===== config.mk =====
export PLATFORM = sky130hd
export DESIGN_NAME = lrpe_fsm
export DESIGN_NICKNAME = d
export VERILOG_FILES = /design/src/design/lrpe_pkg.sv /design/src/design/lrpe_fsm.sv
export SDC_FILE = /design/constraint.sdc
export NUM_CORES = 1
export LEC_CHECK = 0
export ABC_AREA = 1
export BUFFER_PORTS_ARGS = -buffer_cell sky130_fd_sc_hd__buf_2
export CORE_AREA = 2 2 39 41
export DETAILED_ROUTE_END_ITERATION = 7
export DIE_AREA = 0 0 41 43
export GPL_TIMING_DRIVEN = 0
export PLACE_DENSITY = 0.65
export SLEW_MARGIN = 20
export SYNTH_ARGS = -nofsm -noshare
export SYNTH_HDL_FRONTEND = slang
export SYNTH_SLANG_ARGS = --single-unit

===== constraint.sdc =====
create_clock -name clk_i -period 1.3 [get_ports clk_i]
set_input_delay 0.13 -clock clk_i [delete_from_list [all_inputs] [get_ports clk_i]]
set_output_delay 0.13 -clock clk_i [all_outputs]
set_load 0.01 [all_outputs]

===== src/design/lrpe_pkg.sv =====
// Package with the shared types and constants of the LR table parse engine.
package lrpe_pkg;

  localparam int unsigned PayloadW     = 12;
  localparam int unsigned ResolveDepth = 4096;
  localparam int unsigned ChainMax     = 63;
  localparam logic [7:0]  EndMark      = 8'hff;

  typedef enum logic [2:0] {
    FUNC_TOKEN    = 3'd0,
    FUNC_DISPATCH = 3'd1,
    FUNC_ACTION   = 3'd2,
    FUNC_GOTO     = 3'd3,
    FUNC_RESOLVE  = 3'd4,
    FUNC_ACCEPT   = 3'd5,
    FUNC_PUSH     = 3'd6,
    FUNC_CLEAR    = 3'd7
  } func_e;

  typedef enum logic [2:0] {
    KIND_ACTION   = 3'd0,
    KIND_ACCEPT   = 3'd1,
    KIND_REJECT   = 3'd2,
    KIND_OVERFLOW = 3'd3,
    KIND_CHAIN    = 3'd4
  } kind_e;

  typedef enum logic {
    CFG_SHIFT_LIMIT = 1'b0,
    CFG_END_TOKEN   = 1'b1
  } cfg_e;

  typedef enum logic [2:0] {
    ST_IDLE,
    ST_TOP,
    ST_DISP,
    ST_ACT,
    ST_BASE,
    ST_GOTO,
    ST_WB
  } step_e;

  typedef struct packed {
    logic [2:0]  func;
    logic [5:0]  token;
    logic [7:0]  row;
    logic [11:0] column;
    logic [15:0] table_data;
  } in_t;

  typedef struct packed {
    logic [2:0]  kind;
    logic [11:0] payload;
    logic        last;
  } out_t;

  typedef struct packed {
    logic start;
    logic chain_max;
    logic empty;
    logic full;
    logic disp_end;
    logic acc_ok;
    logic pop_bad;
    logic consumed;
    logic out_free;
  } status_t;

  typedef struct packed {
    logic  idle;
    logic  rd_top;
    logic  rd_disp;
    logic  rd_act;
    logic  rd_base;
    logic  rd_goto;
    logic  fin;
    kind_e fin_kind;
    logic  wb;
  } ctrl_t;

endpackage


===== src/design/lrpe_fsm.sv =====
// Step sequencer of the parse engine: one action step walks the table reads in order.
module lrpe_fsm (
  input  logic              clk_i,
  input  logic              rst_ni,
  input  lrpe_pkg::status_t st_i,
  output lrpe_pkg::ctrl_t   ct_o
);
  lrpe_pkg::step_e state_q, state_d;
  logic stop;

  assign stop = st_i.chain_max || st_i.empty || st_i.full;

  always_ff @(posedge clk_i or negedge rst_ni) begin
    if (!rst_ni) begin
      state_q <= lrpe_pkg::ST_IDLE;
    end else begin
      state_q <= state_d;
    end
  end

  always_comb begin
    state_d = state_q;
    unique case (state_q)
      lrpe_pkg::ST_IDLE: begin
        if (st_i.start) state_d = lrpe_pkg::ST_TOP;
      end
      lrpe_pkg::ST_TOP: begin
        if (!stop) state_d = lrpe_pkg::ST_DISP;
        else if (st_i.out_free) state_d = lrpe_pkg::ST_IDLE;
      end
      lrpe_pkg::ST_DISP: state_d = lrpe_pkg::ST_ACT;
      lrpe_pkg::ST_ACT: begin
        if (!st_i.disp_end) state_d = lrpe_pkg::ST_BASE;
        else if (st_i.out_free) state_d = lrpe_pkg::ST_IDLE;
      end
      lrpe_pkg::ST_BASE: begin
        if (!st_i.pop_bad) state_d = lrpe_pkg::ST_GOTO;
        else if (st_i.out_free) state_d = lrpe_pkg::ST_IDLE;
      end
      lrpe_pkg::ST_GOTO: state_d = lrpe_pkg::ST_WB;
      lrpe_pkg::ST_WB: begin
        if (st_i.out_free) begin
          state_d = st_i.consumed ? lrpe_pkg::ST_IDLE : lrpe_pkg::ST_TOP;
        end
      end
      default: state_d = lrpe_pkg::ST_IDLE;
    endcase
  end

  always_comb begin
    ct_o = '0;
    ct_o.fin_kind = lrpe_pkg::KIND_REJECT;
    unique case (state_q)
      lrpe_pkg::ST_IDLE: ct_o.idle = 1'b1;
      lrpe_pkg::ST_TOP: begin
        if (stop) begin
          ct_o.fin = st_i.out_free;
          priority if (st_i.chain_max) ct_o.fin_kind = lrpe_pkg::KIND_CHAIN;
          else if (st_i.empty) ct_o.fin_kind = lrpe_pkg::KIND_REJECT;
          else ct_o.fin_kind = lrpe_pkg::KIND_OVERFLOW;
        end else begin
          ct_o.rd_top = 1'b1;
        end
      end
      lrpe_pkg::ST_DISP: ct_o.rd_disp = 1'b1;
      lrpe_pkg::ST_ACT: begin
        if (st_i.disp_end) begin
          ct_o.fin = st_i.out_free;
          ct_o.fin_kind = st_i.acc_ok ? lrpe_pkg::KIND_ACCEPT : lrpe_pkg::KIND_REJECT;
        end else begin
          ct_o.rd_act = 1'b1;
        end
      end
      lrpe_pkg::ST_BASE: begin
        if (st_i.pop_bad) ct_o.fin = st_i.out_free;
        else ct_o.rd_base = 1'b1;
      end
      lrpe_pkg::ST_GOTO: ct_o.rd_goto = 1'b1;
      lrpe_pkg::ST_WB: ct_o.wb = st_i.out_free;
      default: ct_o.idle = 1'b0;
    endcase
  end
endmodule


; ---- Word-level counts from Yosys, hierarchy flattened
; Cells that the tools add are included.
[totals]
regBits = 3
input_bits = 11
wordCells = 39
[op_classes]
eq_ne = 8
n_mux = 26
reduce_logical = 4
[ops]
columns = cell, count
row1 = $mux W3, 7
row2 = $pmux W3 S7, 1
row3 = $mux W1, 13
row4 = $eq A3 B3 Y1 const B, 3
row5 = $mux W4, 2
row6 = $eq A3 B2 Y1 const B, 2
row7 = $pmux W3 S2, 1
row8 = $ne A2 B2 Y1 const B, 2
row9 = $eq A3 B1 Y1 const B, 1
row10 = $logic_not A3 Y1, 1
row11 = $pmux W1 S3, 1
row12 = $logic_or A1 B1 Y1, 2
row13 = $mux W2, 1
row14 = $reduce_and A2 Y1, 1

; ---- Logic depth before layout (Yosys ltp)
; Gate-level depths: netlist (run 1).
[logic_depth]
depth_word = 4
ltp_mapped = 7

; ---- Least setup slack after synthesis (run 1)
; Ideal clock, no wire load.
[synth_timing]
kind = flip-flop to output port
startpoint = register state_q[1]
endpoint = output port ct_o[2] (netlist bit)
arrival_time_ns = 0.945
required_ns = 1.170
path_slack_ns = 0.225
path_stages_with_launch = 5
path_cell_list = dfrtp_1 > inv_2 > nand3_1 > nor2_1 > a31oi_1
[synth_lines]
columns = element, line
row1 = from (decl), lrpe_fsm.sv:8  ; lrpe_pkg::step_e state_q, state_d;
row2 = from (signal assigned), lrpe_fsm.sv:15  ; state_q <= lrpe_pkg::ST_IDLE;
row3 = from (signal assigned), lrpe_fsm.sv:17  ; state_q <= state_d;
row4 = to (decl), lrpe_fsm.sv:6  ; output lrpe_pkg::ctrl_t ct_o

==> results of run 1 <==
-- final cells by class --
type | count | area, sq um | share of cell area
multi-input combinational | 41 | 262 | 0.403
timing repair buffer | 32 | 191 | 0.295
sequential | 3 | 77.6 | 0.119
inverter | 15 | 61.3 | 0.0944
clock buffer | 4 | 26.3 | 0.0405
tap | 16 | 20.0 | 0.0308
buffer | 1 | 11.3 | 0.0173
-- cells by family (layout without fill, tap and decap cells) --
group	Yosys count	in the layout
and+or+nand+nor	38	38
buffers and inverters	16	52
AOI/OAI and AO/OA	3	3
DFF	3	3
-- worst min-delay path: stages --
cell and delay [ns]:
buf_2 0.07, o21ai_1 0.07, nor2_2 0.10
-- synth_stat cells (2+ instances only) --
| library cell | instances | area share |
|---|---|---|
| nand2_1 | 9 | 0.092 |
| nand3_2 | 2 | 0.054 |
| nand4_1 | 3 | 0.051 |
| nand3_1 | 8 | 0.11 |
| nor2_2 | 4 | 0.068 |
| o21ai_0 | 2 | 0.027 |
| inv_1 | 12 | 0.12 |
| inv_2 | 3 | 0.031 |
| dfrtp_1 | 3 | 0.20 |
| nor3_2 | 2 | 0.054 |
| nor2_1 | 6 | 0.061 |
-- power by group through the flow --
stage | clock network, mW | registers, mW | logic [mW]
floorplan | 0 | 0.175 | 0.477
global placement | 0 | 0.184 | 0.637
detailed placement | 0 | 0.187 | 0.655
CTS | 0.162 | 0.190 | 0.795
global route | 0.187 | 0.201 | 1.06
finish | 0.170 | 0.194 | 0.975
-- per-layer routing --
metal,up-vias,GRT usage,share of wire
met5,-,0,0
met4,0,0.0600,0.018
met3,2,0.0157,0.036
met2,9,0.222,0.55
met1,238,0.172,0.40
li1,262,-,-
-- how the worst max path moves through the flow --
| stage | start | endpoint | slack [ns] |
|---|---|---|---|
| 5_1_grt | state_q[0] | ct_o[4] | -0.13 |
| 3_5_place_dp | state_q[2] | ct_o[4] | 0.08 |
| 6_report | state_q[0] | ct_o[4] | -0.06 |
| 4_1_cts | state_q[1] | ct_o[2] | -0.04 |
| 3_3_place_gp | state_q[2] | ct_o[4] | 0.11 |
| 2_1_floorplan | state_q[1] | ct_o[2] | 0.22 |
-- repair_timing --
action | 4_1_cts | 5_1_grt
pin swaps | 0 | 4
endpoints found under the hold margin | 3 | 0
setup buffers | 5 | 4
hold buffers | 1 | 0
resized for setup | 5 | 10
endpoints found under the setup margin | 7 | 11
gates cloned | 0 | 1
==> qor.yml, run 1 <==
status: "finished with violations"
violations: "negative setup slack"
hold_viol: 0
regMostFlops: "state_q"
utilization: 0.469
yosysSeqAreaShare: 0.203
initial_core_util: 0.267
portBuffers: 21
finalSetupTns_ns: -0.139
placed_cell_area_sq_um: 494
cp-start-kind: "register"
powerDensity_mw_per_mm2: 2060
synth_mux_area_frac: 0
cts_made_buffers: 3
top_regs: "state_q x3"
drv_slew: 0
clock.fmax_mhz: 734
switching_power_uw: 639
hold_end: "state_q[0]"
drive_above_1_share: 0.583
crit_slowest_cell: "dfrtp_1"
final_common_cell: "buf_2"
clk_latency_ns: 0.24
io_pins: 22
largest_reg_flops: 3
final_area_sq_um: 649
row_count: 14
slew_headroom: 0.887
synth-edff-count: 0
nNetsFinal: 108
core-area_sq_mm: 0.00138
ys_seq_elements: 3
cts_tree: "yes"
path_max_fanout: 5
crit_family: "flip-flops"
clkSlewWorstSetupHoldPaths_ns: 0.03
synth-compound-area-share: 0.0441
clockPowerShare: 0.127
antenna_cells: 0
ys_warn_count: 0
synthFlopType: "dfrtp_1"
syn_area_per_cell_sq_um: 6.15
total_power_mw: 1.34
fin_cells: 112
setup_viol: 4
reg2reg_from: "state_q[0]"
hpwlAfterDp_microns: 778
drtIter0Drc: 7
arrival_ns: 1.23
worstHoldPathType: "primary input to register"
grt_max_degree: 11
via_per_inst: 4.56
end_kind: "output port"
yosys.area_share.simple: 0.580
worstPathRequired_ns: 1.17
cpMostUsedCell: "nand3_1"
path_depth: 5
ir_drop_mv: 0.707
grt_pass1_wl_microns: 1700
antenna_found_initial: 0
fin_crit_sh: 1.05
drc: 0
synth-xor-area-share: 0
syn_to_final_growth_pct: 75.9
ys_types: 17
first_global_vias: 422
crit_type: "register to output port"
synth_top_family_by_area: "simple AND/OR/NAND/NOR gates"
cp.buffers_inverters: 2
fin_skew_ns: 0.00533
clock-sinks: 3
root_buffer: "clkbuf_4"
syn_inst: 60
overflow: 0
rr_endpoint: "state_q[0]"
die_area_sq_mm: 0.00176
finalCriticalPeriod_ns: 1.36
holdWs_ns: 0.184
dpl.cell_count: 97
slowest_delay_ns: 0.39
crit_chain: "buf_6 -> nor3_2 -> nand3_1 -> nand3_1 -> buf_2"
p_int_uw: 700
dp_slack_ns: 0.0773
min_from: "st_i[8]"
r2r_slack_ns: 0.08
worstMarginPinSlew_ns: 0.169
place_congestion: 0.858
hold_path_depth: 3
cts_htree_levels: 1
rsz0062_at_grt: "yes"
wl_per_cell_microns: 10.3
pwr-share-seq: 0.145
final_cell_mix: "buf_2, inv_1, nand2_1, buf_4, nand3_1"
drt-total-wl_microns: 1160
syn-cell-area_sq_um: 369
maxCapViolCount: 0
combPwrFrac: 0.728
clockBufferDepth: 2
grt_usage: 0.137
swShare: 0.477
die_height_microns: 43
p_leak_nw: 0.393
reg2regPathDepth: 6
synthArstFlopShare: 1.00
worst_slack_ns: -0.0626
fp.dieW_microns: 41
fillCellCount: 145
drtAntennaViolNets: 0
firstDrtPassIters: 4
vias: 511
syn-num-nets: 71
synth-adder-area-share: 0
Note: power is estimated with default switching activity, not from simulation.
==> inputs of run 2 (changes only) <==
--- a/config.mk
+++ b/config.mk
@@ -6,12 +6,12 @@
 export NUM_CORES = 1
 export LEC_CHECK = 0
 export ABC_AREA = 1
-export BUFFER_PORTS_ARGS = -buffer_cell sky130_fd_sc_hd__buf_2
 export CORE_AREA = 2 2 39 41
 export DETAILED_ROUTE_END_ITERATION = 7
 export DIE_AREA = 0 0 41 43
+export DONT_BUFFER_PORTS = 1
 export GPL_TIMING_DRIVEN = 0
-export PLACE_DENSITY = 0.65
+export PLACE_DENSITY = 0.51
 export SLEW_MARGIN = 20
 export SYNTH_ARGS = -nofsm -noshare
 export SYNTH_HDL_FRONTEND = slang
==> run 2 against run 1 <==
  * Critical path type unchanged
  * Design area is 24% lower
  * Largest cell class unchanged
  * Hold slack worse by 0.053 ns
  * Count of clock-buffer cells in the layout did not move
  * Clock skew decreased by 0.0049 ns
  * Non-clock buffer count is 28 lower
  * The run now ends clean
  * Worst setup slack gained 0.086 ns
  * Sequential share of layout area increased by 3.8 points
==> qor.yml, run 2 (synthesized netlist as in run 1, its figures left out) <==
placed_cell_area_sq_um: 389
die_area_sq_mm: 0.00176
cp-start-kind: "register"
die_height_microns: 43
dp_slack_ns: 0.114
rr_endpoint: "state_q[0]"
clkSlewWorstSetupHoldPaths_ns: 0.03
vias: 400
powerDensity_mw_per_mm2: 2110
reg2regPathDepth: 5
first_global_vias: 430
grt_pass1_wl_microns: 1540
initial_core_util: 0.267
holdWs_ns: 0.131
slew_headroom: 0.746
crit_slowest_cell: "dfrtp_2"
wl_per_cell_microns: 10.9
drtAntennaViolNets: 0
hold_path_depth: 2
ir_drop_mv: 0.587
reg2reg_from: "state_q[2]"
core-area_sq_mm: 0.00138
fin_crit_sh: 0.982
clock.fmax_mhz: 783
setup_viol: 0
overflow: 0
antenna_cells: 0
clock-sinks: 3
p_leak_nw: 0.270
clockBufferDepth: 2
worstPathRequired_ns: 1.17
syn_to_final_growth_pct: 33.6
regMostFlops: "state_q"
end_kind: "output port"
path_max_fanout: 5
r2r_slack_ns: 0.14
io_pins: 22
via_per_inst: 4.76
worstHoldPathType: "primary input to register"
drive_above_1_share: 0.441
drc: 0
place_congestion: 0.777
antenna_found_initial: 0
maxCapViolCount: 0
clk_latency_ns: 0.22
final_common_cell: "inv_1"
largest_reg_flops: 3
drt-total-wl_microns: 917
hold_end: "state_q[0]"
status: "finished clean"
finalSetupTns_ns: 0
fin_skew_ns: 0.000414
grt_max_degree: 11
fp.dieW_microns: 41
row_count: 14
rsz0062_at_grt: "yes"
slowest_delay_ns: 0.42
crit_chain: "inv_4 -> nand2_4 -> nor2_4 -> nand3_1 -> nand3_2"
cts_made_buffers: 3
cts_tree: "yes"
drv_slew: 0
worstMarginPinSlew_ns: 0.378
firstDrtPassIters: 4
fillCellCount: 155
arrival_ns: 1.15
worst_slack_ns: 0.0230
portBuffers: 0
final_cell_mix: "inv_1, nand2_1, nand3_1"
min_from: "st_i[8]"
crit_type: "register to output port"
root_buffer: "clkbuf_4"
final_area_sq_um: 493
hpwlAfterDp_microns: 727
cts_htree_levels: 1
top_regs: "state_q x3"
grt_usage: 0.124
nNetsFinal: 80
finalCriticalPeriod_ns: 1.28
drtIter0Drc: 5
hold_viol: 0
[run 2: cell types whose count changed in the layout (fill, tap and decap cells not counted), sizes merged]
cell,delta
buf,-28
[run 2: final cells by class]
class	instances	area (sq um)	share of cell area
Clock buffer	4	26.3	0.0533
Inverter	15	61.3	0.124
Timing Repair Buffer	4	32.5	0.0660
Tap cell	16	20.0	0.0406
Buffer	1	11.3	0.0228
Sequential cell	3	77.6	0.157
Multi-Input combinational cell	41	264	0.536
[run 2: worst max-delay path by stage]
stage / start / endpoint / slack (ns) / depth (start not counted)
final: state_q[2] / ct_o[4] / 0.02 / 5
after floorplan: state_q[1] / ct_o[2] / 0.22 / 4
after CTS: state_q[2] / ct_o[4] / 0.008 / 5
after global routing: state_q[2] / ct_o[4] / -0.04 / 5
after detailed placement: state_q[1] / state_q[1] / 0.11 / 5
after global placement: state_q[1] / ct_o[2] / 0.11 / 4
[run 2: critical path, delay by kind of cell (launching register included)]
kind	cells	cell delay, ns
simple gates	4	0.41
buf+inv	1	0.08
flops	1	0.42
[run 2: routing by layer]
metal	track usage	wire [microns]
met1	0.159	375
met5	0	0
met4	0.0600	0
met3	0	25
met2	0.203	516
[run 2: what timing repair did]
| item | 4_1_cts | 5_1_grt |
|---|---|---|
| buffers inserted | 3 | 0 |
| hold buffers | 1 | 0 |
| hold endpoints to repair | 3 | 0 |
| pin swaps | 2 | 2 |
| gates cloned | 0 | 0 |
| endpoints found under the setup margin | 5 | 5 |
| gates resized for setup | 13 | 1 |
[run 2: where the power goes]
| part | internal [mW] | switching, mW |
|---|---|---|
| sequential | 0.142 | 0.0542 |
| clock | 0.114 | 0.0402 |
| combinational | 0.250 | 0.437 |
[run 2: through the flow]
stage               utilization  instances  power [mW]
floorplan                     -         60       0.652
global placement          0.281         76       0.736
detailed placement        0.281         76       0.736
CTS                       0.354         84        1.05
global route              0.356         84        1.14
finish                    0.356         84        1.04
